## src/design/srb_pkg.sv

```systemverilog
// Shared types, widths and constants of the scan ring buffer.
package srb_pkg;

	localparam int unsigned OP_W     = 2;
	localparam int unsigned VALUE_W  = 20;
	localparam int unsigned STATUS_W = 2;
	localparam int unsigned PIDX_W   = 11;
	localparam int unsigned ANGLE_W  = 12;
	localparam int unsigned LEN_W    = 11;

	localparam logic [LEN_W-1:0] LEN_RESET = 11'd181;

	localparam int unsigned FULL_ANGLE = 180;
	localparam int unsigned ANGLE_MAX  = FULL_ANGLE * 10;
	localparam int unsigned ANGLE_HALF = ANGLE_MAX / 2;

	// Reciprocal of the angle range, exact for every product the lookup can form.
	localparam int unsigned PROD_W      = LEN_W + ANGLE_W;
	localparam int unsigned RECIP_SHIFT = 34;
	localparam int unsigned RECIP_W     = 24;
	localparam logic [RECIP_W-1:0] RECIP =
		RECIP_W'(((64'd1 << RECIP_SHIFT) + 64'(ANGLE_MAX) - 64'd1) / 64'(ANGLE_MAX));

	typedef enum logic [OP_W-1:0] {
		OP_PUSH  = 2'd0,
		OP_READ  = 2'd1,
		OP_CLEAR = 2'd2,
		OP_QUERY = 2'd3
	} op_t;

	typedef enum logic [STATUS_W-1:0] {
		STATUS_OK    = 2'd0,
		STATUS_EMPTY = 2'd1,
		STATUS_ANGLE = 2'd2
	} status_t;

	typedef enum logic [2:0] {
		ST_IDLE,
		ST_PUSH_WAIT,
		ST_DIV,
		ST_ISSUE,
		ST_READ_WAIT,
		ST_DONE
	} state_t;

endpackage

```

## src/design/srb_angle_index.sv

```systemverilog
// Two-stage unit that maps an angle to the nearest sample index of a scan.
module srb_angle_index (
	input  logic                        clk,
	input  logic                        load,
	input  logic [srb_pkg::ANGLE_W-1:0] angle,
	input  logic [srb_pkg::LEN_W-1:0]   span,
	output logic [srb_pkg::LEN_W-1:0]   index
);
	import srb_pkg::*;

	localparam int unsigned SCALED_W = PROD_W + RECIP_W;

	logic [PROD_W-1:0]   prod_s1;
	logic [PROD_W-1:0]   biased;
	logic [SCALED_W-1:0] scaled;
	logic [LEN_W-1:0]    index_s2;

	always_ff @(posedge clk) begin
		if (load) begin
			prod_s1 <= PROD_W'(span) * PROD_W'(angle);
		end
	end

	// Adding half the range before the reciprocal multiply rounds halves up.
	assign biased = prod_s1 + PROD_W'(ANGLE_HALF);
	assign scaled = SCALED_W'(biased) * SCALED_W'(RECIP);

	always_ff @(posedge clk) begin
		index_s2 <= scaled[RECIP_SHIFT +: LEN_W];
	end

	assign index = index_s2;

endmodule
```

## config.mk

```make
export PLATFORM = sky130hd
export DESIGN_NAME = srb_angle_index
export DESIGN_NICKNAME = d
export VERILOG_FILES = /design/src/design/srb_pkg.sv /design/src/design/srb_angle_index.sv
export SDC_FILE = /design/constraint.sdc
export NUM_CORES = 1
export LEC_CHECK = 0
export ABC_CLOCK_PERIOD_IN_PS = 12100
export BUFFER_PORTS_ARGS = -buffer_cell sky130_fd_sc_hd__buf_2
export CAP_MARGIN = 15
export CORE_ASPECT_RATIO = 0.7
export CORE_UTILIZATION = 50
export CTS_BUF_LIST = sky130_fd_sc_hd__clkbuf_16
export DETAILED_ROUTE_END_ITERATION = 12
export PLACE_DENSITY = 0.73
export REMOVE_ABC_BUFFERS = 1
export SYNTH_ARGS = -nofsm -noshare
export SYNTH_HDL_FRONTEND = slang
export SYNTH_SLANG_ARGS = --single-unit
export TNS_END_PERCENT = 5
```

## constraint.sdc

```tcl
create_clock -name clk -period 12.1 [get_ports clk]
set_input_delay 1.815 -clock clk [delete_from_list [all_inputs] [get_ports clk]]
set_output_delay 1.815 -clock clk [all_outputs]
set_load 0.03 [all_outputs]
```

==> key figures <==
Critical path
  – WP data arrival: around 8 ns
  – Worst endpoint required time: 12.28 ns
  – R2r startpoint: prod_s1[2]$_DFFE_PP_
  – R2R cell count: 26
  – Critical path class: reg2reg
  – Worst setup path startpoint: prod_s1[2]$_DFFE_PP_
  – Crit end category: flip-flop
  – Reg2reg end: index[9]$_DFF_P_
  – Crit path launch type: flip-flop
  – Crit path max fanout: 9
  – R2r setup slk: around 4.2 ns

Hold path
  – Hold path start: prod_s1[21]$_DFFE_PP_
  – Worst hold path type: reg2reg
  – Hold depth: 3
  – Hold Path Sink: index[10]$_DFF_P_

Layout
  – Layout area overhead: 5.28%
  – ANT cells: 0
  – Nets@finish: 1927
  – Share of cells above drive strength 1: 0.0472
  – Most frequent cells in the layout: inv_1 (365), ha_1 (278), fa_1 (226)
  – Most common cell after layout, fill and taps aside: inv_1

Flow run
  – Max-capacitance violation count: 0

Drt
  – ANT nets after route: 0
  – Vias: between 9000 and 10000
  – First-pass DRT Iterations: 5
  – DRC viols: 0
  – Per-cell routed wire length: roughly 16 um
  – Final WL: 28300 um
  – DR iter-0 viols: about 540
  – Vias per inst: around 5.3

Synthesis
  – Unique masters post-synth: 63
  – Area leader, netlist: fa_1
  – Syn_area_per_cell: 9.52 sq um
  – Asr flop ratio synth: 0
  – Synthesis-stage register bit count: 34
  – Synth top area share: 0.345
  – Synth Flop Type: edfxtp_1
  – Cell Area, Synth: ~13000 sq um
  – Post-synthesis cell count: 1377
  – Largest cells by area after synthesis: fa_1 (34%), ha_1 (27%), inv_1 (10%)
  – Yosys warns: 0
  – EDFF count, synth: 23
  – Register area share after synthesis: 0.0695

Floorplanning
  – Initial Util: 0.511
  – Die area: 26900 sq um
  – # rows: a little under 50
  – Core ar.: about 26000 sq um
  – Die outline height: ~140 um
  – I/O pins: 36
  – Die Span X: around 200 um

Clocking
  – Setup Fix Bufs, Post-CTS: 0
  – Clock Tree Root: clkbuf_16
  – TritonCTS clock tree: done
  – Longest Clk Path Bufs: 2
  – H-tree depth: 2
  – Clock sink total: 34
  – Post-cts resize count: 0
  – CTS Buf Count: 5
  – Number of hold buffers added after cts: 0
  – Worst-path clk slew: 0.06 ns
  – Clock Latency Late Sink: 0.29 ns

Global routing
  – Overall Global Routing Usage: 0.222
  – Maximum number of pins on one net before global-route repair: 24
  – Global route overflow: 0
  – First-pass GRT wire length: 46400 um
  – Vias in the first global route: ~9000
  – Initial antenna violation count: 0

Timing
  – Min Tclk post-route: between 7 and 8 ns
  – Fmax: 0.126 GHz
  – Slew at the pin closest to its max-slew limit: 1.18 ns
  – RSZ-0062 raised after global routing: no
  – Final Cycle Share: 0.655
  – Final Hold Vio Count: 0
  – Max_slew headroom: 0.210
  – Final setup violation count: 0
  – Fin Setup TNS: 0 ns
  – Worst Skew: slightly below 0.01 ns
  – Final Max Tran Viols: 0

Placement
  – Number of port buffers: 35
  – DP HPWL: between 20000 and 25000 um
  – Placer Congestion: 0.937

Outcome
  – Status: completed
==> stage by stage <==
step | cells | setup WS, ns | util | instance area (sq um) | hold WS (ns)
2_1_floorplan | 1350 | 5.37 | - | 13000 | 0.750
3_3_place_gp | 1721 | 4.29 | 0.531 | 13600 | 0.857
3_5_place_dp | 1721 | 4.13 | 0.531 | 13600 | 0.871
4_1_cts | 1729 | 4.09 | 0.537 | 13800 | 0.870
5_1_grt | 1730 | 3.79 | 0.537 | 13800 | 0.904
6_report | 1730 | 4.17 | 0.537 | 13800 | 0.876
==> cell type report <==
type	instances	area [sq um]
Multi-Input combinational cell	947	10700
Sequential cell	34	911
Inverter	369	1390
Clock inverter	2	10.0
Fill cell	2262	11900
Timing Repair Buffer	41	220
Tap cell	331	414
Clock buffer	6	150
==> registers in the layout (all words and copies together), names as in the netlist <==
name and count:
index 11, prod_s1 23
==> worst max-delay path, stage by stage (launching register included) <==
cell	delay, ns
edfxtp_1	0.53
ha_1	0.27
a41oi_1	0.20
nand2_1	0.25
nand2_1	0.15
inv_1	0.10
nand2_1	0.10
xnor2_1	0.61
ha_1	0.37
fa_1	0.45
ha_1	0.31
inv_1	0.07
fa_1	0.50
inv_1	0.05
fa_1	0.48
fa_1	0.55
inv_1	0.05
fa_1	0.53
inv_1	0.04
ha_1	0.22
a21oi_1	0.14
nor2_1	0.06
a211oi_1	0.59
nand4_1	0.42
a31oi_1	0.48
a21boi_1	0.14
xor2_1	0.16
==> how the worst max path moves through the flow <==
stage	to	slack, ns
2_1_floorplan	index[5]$_DFF_P_	5.37
4_1_cts	index[8]$_DFF_P_	4.09
5_1_grt	index[8]$_DFF_P_	3.79
3_3_place_gp	index[9]$_DFF_P_	4.29
6_report	index[9]$_DFF_P_	4.17
3_5_place_dp	index[9]$_DFF_P_	4.13
==> layer usage <==
layer  routed length, um  vias up  global-route usage  share of wire
li1                    -     4331                   -              -
met4                 238        0              0.0324         0.0084
met2               12400      221               0.340           0.44
met1               13900     4646               0.333           0.49
met3                1750       21              0.0382          0.062
met5                   0        -                   0              0
==> logic make-up (layout without fill, tap and decap cells) <==
group                    Yosys count  in the layout  share of synthesized area
XOR/XNOR                          71             71                     0.0494
AO/OA/AOI/OAI                    111            111                     0.0574
adder cells (fa/ha/maj)          504            504                      0.610
AND/OR/NAND/NOR                  261            261                      0.100
flip-flops                        34             34                     0.0695
buffers and inverters            396            418                      0.114
==> cells in the mapped netlist (4+ instances only) <==
cell type    n
a21o_1      12
a21oi_1     35
ha_1       278
o21ai_0      9
nand2_1     99
a31oi_1      4
nor2_1      30
and3_1       8
and2_1      76
dfxtp_1     11
xor2_1      12
fa_1       226
o21ai_1      7
or2_2        4
inv_1      365
xnor2_1     57
a211oi_1     6
nor3_1       7
clkbuf_1    26
nand3_1     14
edfxtp_1    23
nand4_1      6
Power is not shown: default switching activity piles up to over one toggle a cycle in this logic, so the estimate is an artifact.
