<file path="config.mk">
export PLATFORM = sky130hd
export DESIGN_NAME = srb_fill_ram
export DESIGN_NICKNAME = d
export VERILOG_FILES = /design/src/design/srb_fill_ram.sv
export SDC_FILE = /design/constraint.sdc
export NUM_CORES = 1
export LEC_CHECK = 0
export ABC_AREA = 1
export BUFFER_PORTS_ARGS = -buffer_cell sky130_fd_sc_hd__buf_2
export CORE_AREA = 8 8 104 129
export DETAILED_ROUTE_END_ITERATION = 8
export DIE_AREA = 0 0 112 137
export GPL_TIMING_DRIVEN = 1
export SYNTH_ARGS = -nofsm -noshare
export SYNTH_HDL_FRONTEND = slang
export SYNTH_SLANG_ARGS = --single-unit
</file>
<file path="constraint.sdc">
create_clock -name clk -period 1 [get_ports clk]
set_clock_uncertainty 0.05 [all_clocks]
set_input_delay 0.05 -clock clk [delete_from_list [all_inputs] [get_ports clk]]
set_output_delay 0.05 -clock clk [all_outputs]
set_load 0.02 [all_outputs]
</file>
<file path="src/design/srb_fill_ram.sv">
// Per-slot fill-count memory; entries read as zero until first written after reset.
module srb_fill_ram #(
	parameter int unsigned DEPTH = 8,
	parameter int unsigned WIDTH = 12
) (
	input  logic                     clk,
	input  logic                     arst_n,
	input  logic                     we,
	input  logic [$clog2(DEPTH)-1:0] waddr,
	input  logic [WIDTH-1:0]         wdata,
	input  logic [$clog2(DEPTH)-1:0] raddr,
	output logic [WIDTH-1:0]         rdata
);

	logic [WIDTH-1:0] mem [DEPTH];
	logic [DEPTH-1:0] vld_q;
	logic [WIDTH-1:0] rdata_q;

	always_ff @(posedge clk or negedge arst_n) begin
		if (!arst_n) begin
			vld_q <= '0;
		end else if (we) begin
			vld_q[waddr] <= 1'b1;
		end
	end

	always_ff @(posedge clk) begin
		if (we) begin
			mem[waddr] <= wdata;
		end
		rdata_q <= vld_q[raddr] ? mem[raddr] : '0;
	end

	assign rdata = rdata_q;

endmodule

</file>
==> results of run 1 <==
## power breakdown
| group | internal [mW] | switching [mW] | total, mW |
|---|---|---|---|
| clock | 4.38 | 2.01 | 6.39 |
| sequential | 5.42 | 0.0494 | 5.47 |
| combinational | 0.387 | 0.616 | 1.00 |
## layer usage
layer	vias to the layer above	GRT usage	wire length, µm
met4	0	0.0631	158
met1	1644	0.178	4900
li1	1728	-	-
met3	14	0.0389	376
met5	-	0	0
met2	71	0.267	5670
## layout by cell type (no fill, tap or decap), types with 3 or more instances in the layout
cell type      count
buf_12             8
buf_2             23
buf_4             27
buf_6              3
bufinv_16          5
clkbuf_1           3
clkbuf_16         17
clkinv_2           4
dfrtp_1            8
dfxtp_1            9
dfxtp_2            3
dlygate4sd3_1     16
edfxtp_1          96
inv_1            115
inv_2              6
nand2_1          159
nand2_2           25
nand3_1           50
nor2_1             4
nor2_2             3
o21ai_0            8
## layout make-up
type	count	area, µm²	area share
multi-input combinational	256	1170	0.182
clock buffer	20	437	0.0680
sequential	116	3330	0.518
clock inverter	12	185	0.0288
timing repair buffer	77	672	0.105
inverter	122	460	0.0717
tap	138	173	0.0269
## registers in the layout (all words and copies together), names as in the netlist
register,count
mem,96
rdata,12
vld_q,8
## metrics by stage
step | std cells | setup TNS, ns | power [mW] | instance area [µm²] | util
after floorplan | 512 | -10.75 | 6.08 | 5010 | -
after global placement | 692 | -12.32 | 6.42 | 5530 | 0.483
after detailed placement | 692 | -13.96 | 6.45 | 5530 | 0.483
after CTS | 741 | -1.43 | 12.9 | 6400 | 0.559
after global routing | 741 | -2.05 | 13.3 | 6420 | 0.561
final | 741 | -1.26 | 12.9 | 6420 | 0.561
## cell families (layout without fill, tap and decap cells)
logic type	Yosys count	after routing	share of synthesized area
buffers and inverters	141	231	0.118
AO/OA/AOI/OAI	8	8	0.00802
flip-flops	116	116	0.666
AND/OR/NAND/NOR	247	248	0.208
## final timing paths
path	end	start	depth (start not counted)	slack, ns
max in group asynchronous	vld_q[4]$_DFFE_PN0P_	arst_n	3	0.22
max	rdata[10]$_SDFF_PN0_	vld_q[2]$_DFFE_PN0P_	8	-0.12
min in group asynchronous	vld_q[3]$_DFFE_PN0P_	arst_n	3	0.51
min	vld_q[5]$_DFFE_PN0P_	waddr[2]	3	0.02
min reg2reg	vld_q[0]$_DFFE_PN0P_	vld_q[0]$_DFFE_PN0P_	2	0.41
max reg2reg	rdata[10]$_SDFF_PN0_	vld_q[2]$_DFFE_PN0P_	8	-0.12
## worst reg2reg max path, delay by kind of cell (launching register included)
kind | cells | cell delay (ns)
simple gates | 6 | 0.52
flops | 1 | 0.37
buf+inv | 2 | 0.08
## repair_timing
action | 4_1_cts | 5_1_grt
hold endpoints to repair | 107 | 8
gates resized for setup | 21 | 16
gates cloned | 1 | 0
endpoints found under the setup margin | 18 | 26
pin swaps | 4 | 3
hold buffers | 16 | 1
setup buffers | 0 | 0
==> impl_metrics.toml, run 1 <==
[logic_synthesis]
ys_seq_elements = 116
yosys-top-cells-area = "edfxtp_1, nand2_1, inv_1"
syn_inst = 512
synth-seq-area-share = 0.666
netlist_area_um2 = 4990
ys_warn_count = 0
synth_common_cells = "nand2_1, inv_1, edfxtp_1"
synthesis.nets = 533
synth_top_area_frac = 0.578
synth_edf_count = 96
async_flop_share = 0.0690
avgSynthCellArea_um2 = 9.75
synth_area_leader_cell = "edfxtp_1"
yosysUniqueCellTypes = 14
synthFlopType = "edfxtp_1"
yosysMostFrequentCell = "nand2_1"

[setup_path]
critPathTopFamily = "simple AND/OR/NAND/NOR gates"
arrival_ns = 1.38
timing.critical_path.mode_cell = "nand2_2"
slowest_stage = "dfrtp_1"
crit_buf_inv = 2
crit_path_end_kind = "flip-flop"
crit_fanout = 6
crit_path_cell_trace = "inv_2 -> nand2_1 -> nand3_2 -> nand2_2 -> nand2_4 -> nand2_8 -> nand2_2 -> inv_1"
crit_type = "reg -> reg"
crit_required_ns = 1.25
max_stage_delay_ns = 0.37
critPathLaunchType = "flip-flop"

[clock_tree]
cts-root-buf = "clkbuf_16"
cts_sinks = 116
clk_pin_slew_worst_paths_ns = 0.05
numCtsBuffers = 17
clk_path_buf_depth = 2
cts_tree = "yes"
clock_latency_ns = 0.40
cts_max_level = 4

[die]
fp.coreArea_um2 = 11500
ioPinCount = 33
start_util = 0.436
rows = 44
fp.dieW_um = 112
die_y_um = 137
die_area_um2 = 15300

[sta]
maxSlewViolCount = 0
final_hold_viol_count = 0
fin_crit_ns = 1.12
setup_viol = 12
worstMarginPinSlew_ns = 0.365
holdWs_ns = 0.0166
slew_headroom = 0.756
setup_slack_ns = -0.122
rsz0062_at_grt = "yes"
fmax_ghz = 0.891
finalCritPeriodShare = 1.12

[grt]
grt_use_total = 0.153
grt_pass1_wl_um = 17700
first_global_vias = 3447
grt.overflow.total = 0
grt_max_degree = 33
antenna_found_initial = 0

[run_status]
violations = "setup timing"
status = "finished with violations"

[route]
via_per_inst = 4.67
drt_iter0_drc = 139
wl_per_cell_um = 15.0
firstDrtPassIters = 4
drcViolationCount = 0
vias = 3457
finalWirelength_um = 11100
antenna_left = 0

[power]
p_leak_nw = 3.06
vdd_drop_max_mv = 1.11
pwr_density_cell_nw_per_um2 = 2000

[cells_and_area]
fin_nets = 611
areaGrowthSynthToFinish_pct = 28.8
fillerInstances = 989
drive_above_1_share = 0.221
antenna_cells = 0

[min_path]
hp-class = "in -> reg"

[placement]
dp_worst_setup_slack_ns = -0.212
finalWeightedCongestion = 0.771
io_buffers = 32
hpwl_um = 6880

[job]
max-cap-violations = 0
No activity file was read; power rests on OpenSTA's default activity.
==> run 2, diff against run 1 <==
--- a/config.mk
+++ b/config.mk
@@ -6,11 +6,12 @@
 export NUM_CORES = 1
 export LEC_CHECK = 0
 export ABC_AREA = 1
-export BUFFER_PORTS_ARGS = -buffer_cell sky130_fd_sc_hd__buf_2
 export CORE_AREA = 8 8 104 129
 export DETAILED_ROUTE_END_ITERATION = 8
 export DIE_AREA = 0 0 112 137
+export DONT_BUFFER_PORTS = 1
 export GPL_TIMING_DRIVEN = 1
+export SLEW_MARGIN = 5
 export SYNTH_ARGS = -nofsm -noshare
 export SYNTH_HDL_FRONTEND = slang
 export SYNTH_SLANG_ARGS = --single-unit
==> run 2 against run 1 <==
  * The run ends with hold timing, setup timing left
  * Sequential cell count is the same
  * Critical path depth stayed put
  * Clock-buffer cell count unchanged
  * Final area fell by 4.4%
  * Largest cell class unchanged
  * Cell count shrank 4.9%
  * Largest power group unchanged
  * Non-clock buffer count decreased by 36
  * Via count fell by 3.9%
  * Sequential share of layout area is 2.3 points higher
  * Die area unchanged
  * Combinational power shrank 26%
  * Register-to-register slack got worse by 0.06 ns
==> impl_metrics.toml, run 2 (synthesis gave the netlist of run 1 again) <==
[cells_and_area]
final_common_cell = "nand2_1"
antenna_cells = 0
fillerInstances = 974
drive_above_1_share = 0.187
final_cell_mix = "nand2_1, inv_1, edfxtp_1"
areaGrowthSynthToFinish_pct = 23.1
fin_nets = 575
regMostFlops = "mem"
largest_reg_flops = 96

[power]
clkPwrFrac = 0.473
p_int_mw = 9.33
p_comb_frac = 0.062
power.share.switching = 0.217
p_total_mw = 11.9
seq_power_share = 0.465
vdd_drop_max_mv = 1.20
p_leak_nw = 2.85
pwr_density_cell_nw_per_um2 = 1940
switchingPower_mw = 2.58

[die]
die_area_um2 = 15300
fp.coreArea_um2 = 11500
die_y_um = 137
rows = 44
ioPinCount = 33
fp.dieW_um = 112
start_util = 0.436

[setup_path]
r2r_slack_ns = -0.18
crit_type = "reg -> reg"
critPathLaunch = "vld_q[0]$_DFFE_PN0P_"
arrival_ns = 1.43
crit_required_ns = 1.25
reg2reg_from = "vld_q[0]$_DFFE_PN0P_"
crit_fanout = 6
crit_path_end_kind = "flip-flop"
critPathLaunchType = "flip-flop"

[clock_tree]
cts_sinks = 116
clock_latency_ns = 0.41
clk_pin_slew_worst_paths_ns = 0.05
holdBufCountCts = 19
numCtsBuffers = 17
cts-root-buf = "clkbuf_16"
cts_tree = "yes"
cts_max_level = 4
clk_path_buf_depth = 2

[sta]
fmax_ghz = 0.849
setup_viol = 12
holdWs_ns = -0.200
slew_headroom = 0.750
finalCritPeriodShare = 1.18
rsz0062_at_grt = "yes"
maxSlewViolCount = 0
setup_tns_ns = -1.97
fin_crit_ns = 1.18
worstMarginPinSlew_ns = 0.374
setup_slack_ns = -0.178
final_hold_viol_count = 12

[route]
antenna_left = 0
top_layer = "met4"
drcViolationCount = 0
wl_met2_um = 5560
wl_met1_um = 4560
via_per_inst = 4.71
drt_iter0_drc = 175
vias = 3321
finalWirelength_um = 10800
route.met3.wl_um = 498
firstDrtPassIters = 5
wl_per_cell_um = 15.3

[run_status]
violations = "hold timing, setup timing"
status = "finished with violations"

[min_path]
hp-class = "in -> reg"
min_from = "raddr[2]"

[placement]
dp_worst_setup_slack_ns = -0.190
io_buffers = 0
hpwl_um = 6230
finalWeightedCongestion = 0.739

[grt]
first_global_vias = 3265
grt_pass1_wl_um = 17200
grt_max_degree = 54
grt_use_total = 0.149
antenna_found_initial = 0
grt.overflow.total = 0

[job]
max-cap-violations = 0
==> run 2: cell count changes in the layout (fill, tap and decap cells not counted), sizes merged <==
cell	before	now
buf	61	22
bufinv	5	2
dlygate4sd3	16	19
clkinvlp	1	3
clkinv	6	7
==> run 2: worst paths after layout <==
path | endpoint | depth (start not counted)
max | rdata[1]$_SDFF_PN0_ | 8
min | rdata[3]$_SDFF_PN0_ | 4
max reg2reg | rdata[1]$_SDFF_PN0_ | 8
min reg2reg | vld_q[4]$_DFFE_PN0P_ | 2
max in group asynchronous | vld_q[5]$_DFFE_PN0P_ | 2
min in group asynchronous | vld_q[3]$_DFFE_PN0P_ | 2
==> run 2: layout make-up <==
cell class | instances | area, µm² | area share
multi-input combinational | 256 | 1200 | 0.196
timing repair buffer | 41 | 430 | 0.0701
tap | 138 | 173 | 0.0281
clock buffer | 20 | 437 | 0.0711
sequential | 116 | 3320 | 0.541
inverter | 122 | 460 | 0.0749
clock inverter | 12 | 116 | 0.0189
==> run 2: worst max-delay path, stage by stage (launching register included) <==
cell     delay (ns)
dfrtp_1        0.36
inv_1          0.09
nand2_2        0.07
nand3_2        0.08
nand2_2        0.07
nand2_4        0.14
nand2_8        0.10
nand2_1        0.07
inv_1          0.03
==> run 2: metal layers <==
metal / track usage / vias to the layer above
li1: - / 1659
met1: 0.167 / 1566
met2: 0.259 / 76
met3: 0.0389 / 20
met4: 0.0736 / 0
met5: 0 / -
==> run 2: through the flow <==
step,std cells,hold WS (ns),instance area (µm²),utilization
floorplan,512,-0.296,5010,-
global placement,652,-0.295,5280,0.461
detailed placement,652,-0.295,5280,0.461
CTS,704,-0.211,6060,0.529
global route,705,-0.184,6140,0.536
finish,705,-0.200,6140,0.536
==> run 2: power groups by stage <==
| stage | Combinational [mW] | Sequential, mW | Clock (mW) |
|---|---|---|---|
| after floorplan | 0.468 | 5.61 | 0 |
| after global placement | 0.558 | 5.64 | 0 |
| after detailed placement | 0.568 | 5.64 | 0 |
| after CTS | 0.706 | 5.54 | 5.71 |
| after global routing | 0.831 | 5.55 | 5.91 |
| final | 0.737 | 5.54 | 5.64 |
==> run 2: repair_timing <==
item                                    CTS  global route
endpoints found under the setup margin   12            12
endpoints found under the hold margin   124            12
pin swaps                                 1             7
resized for setup                         6            31
setup buffers                             0             1
gates cloned                              1             0
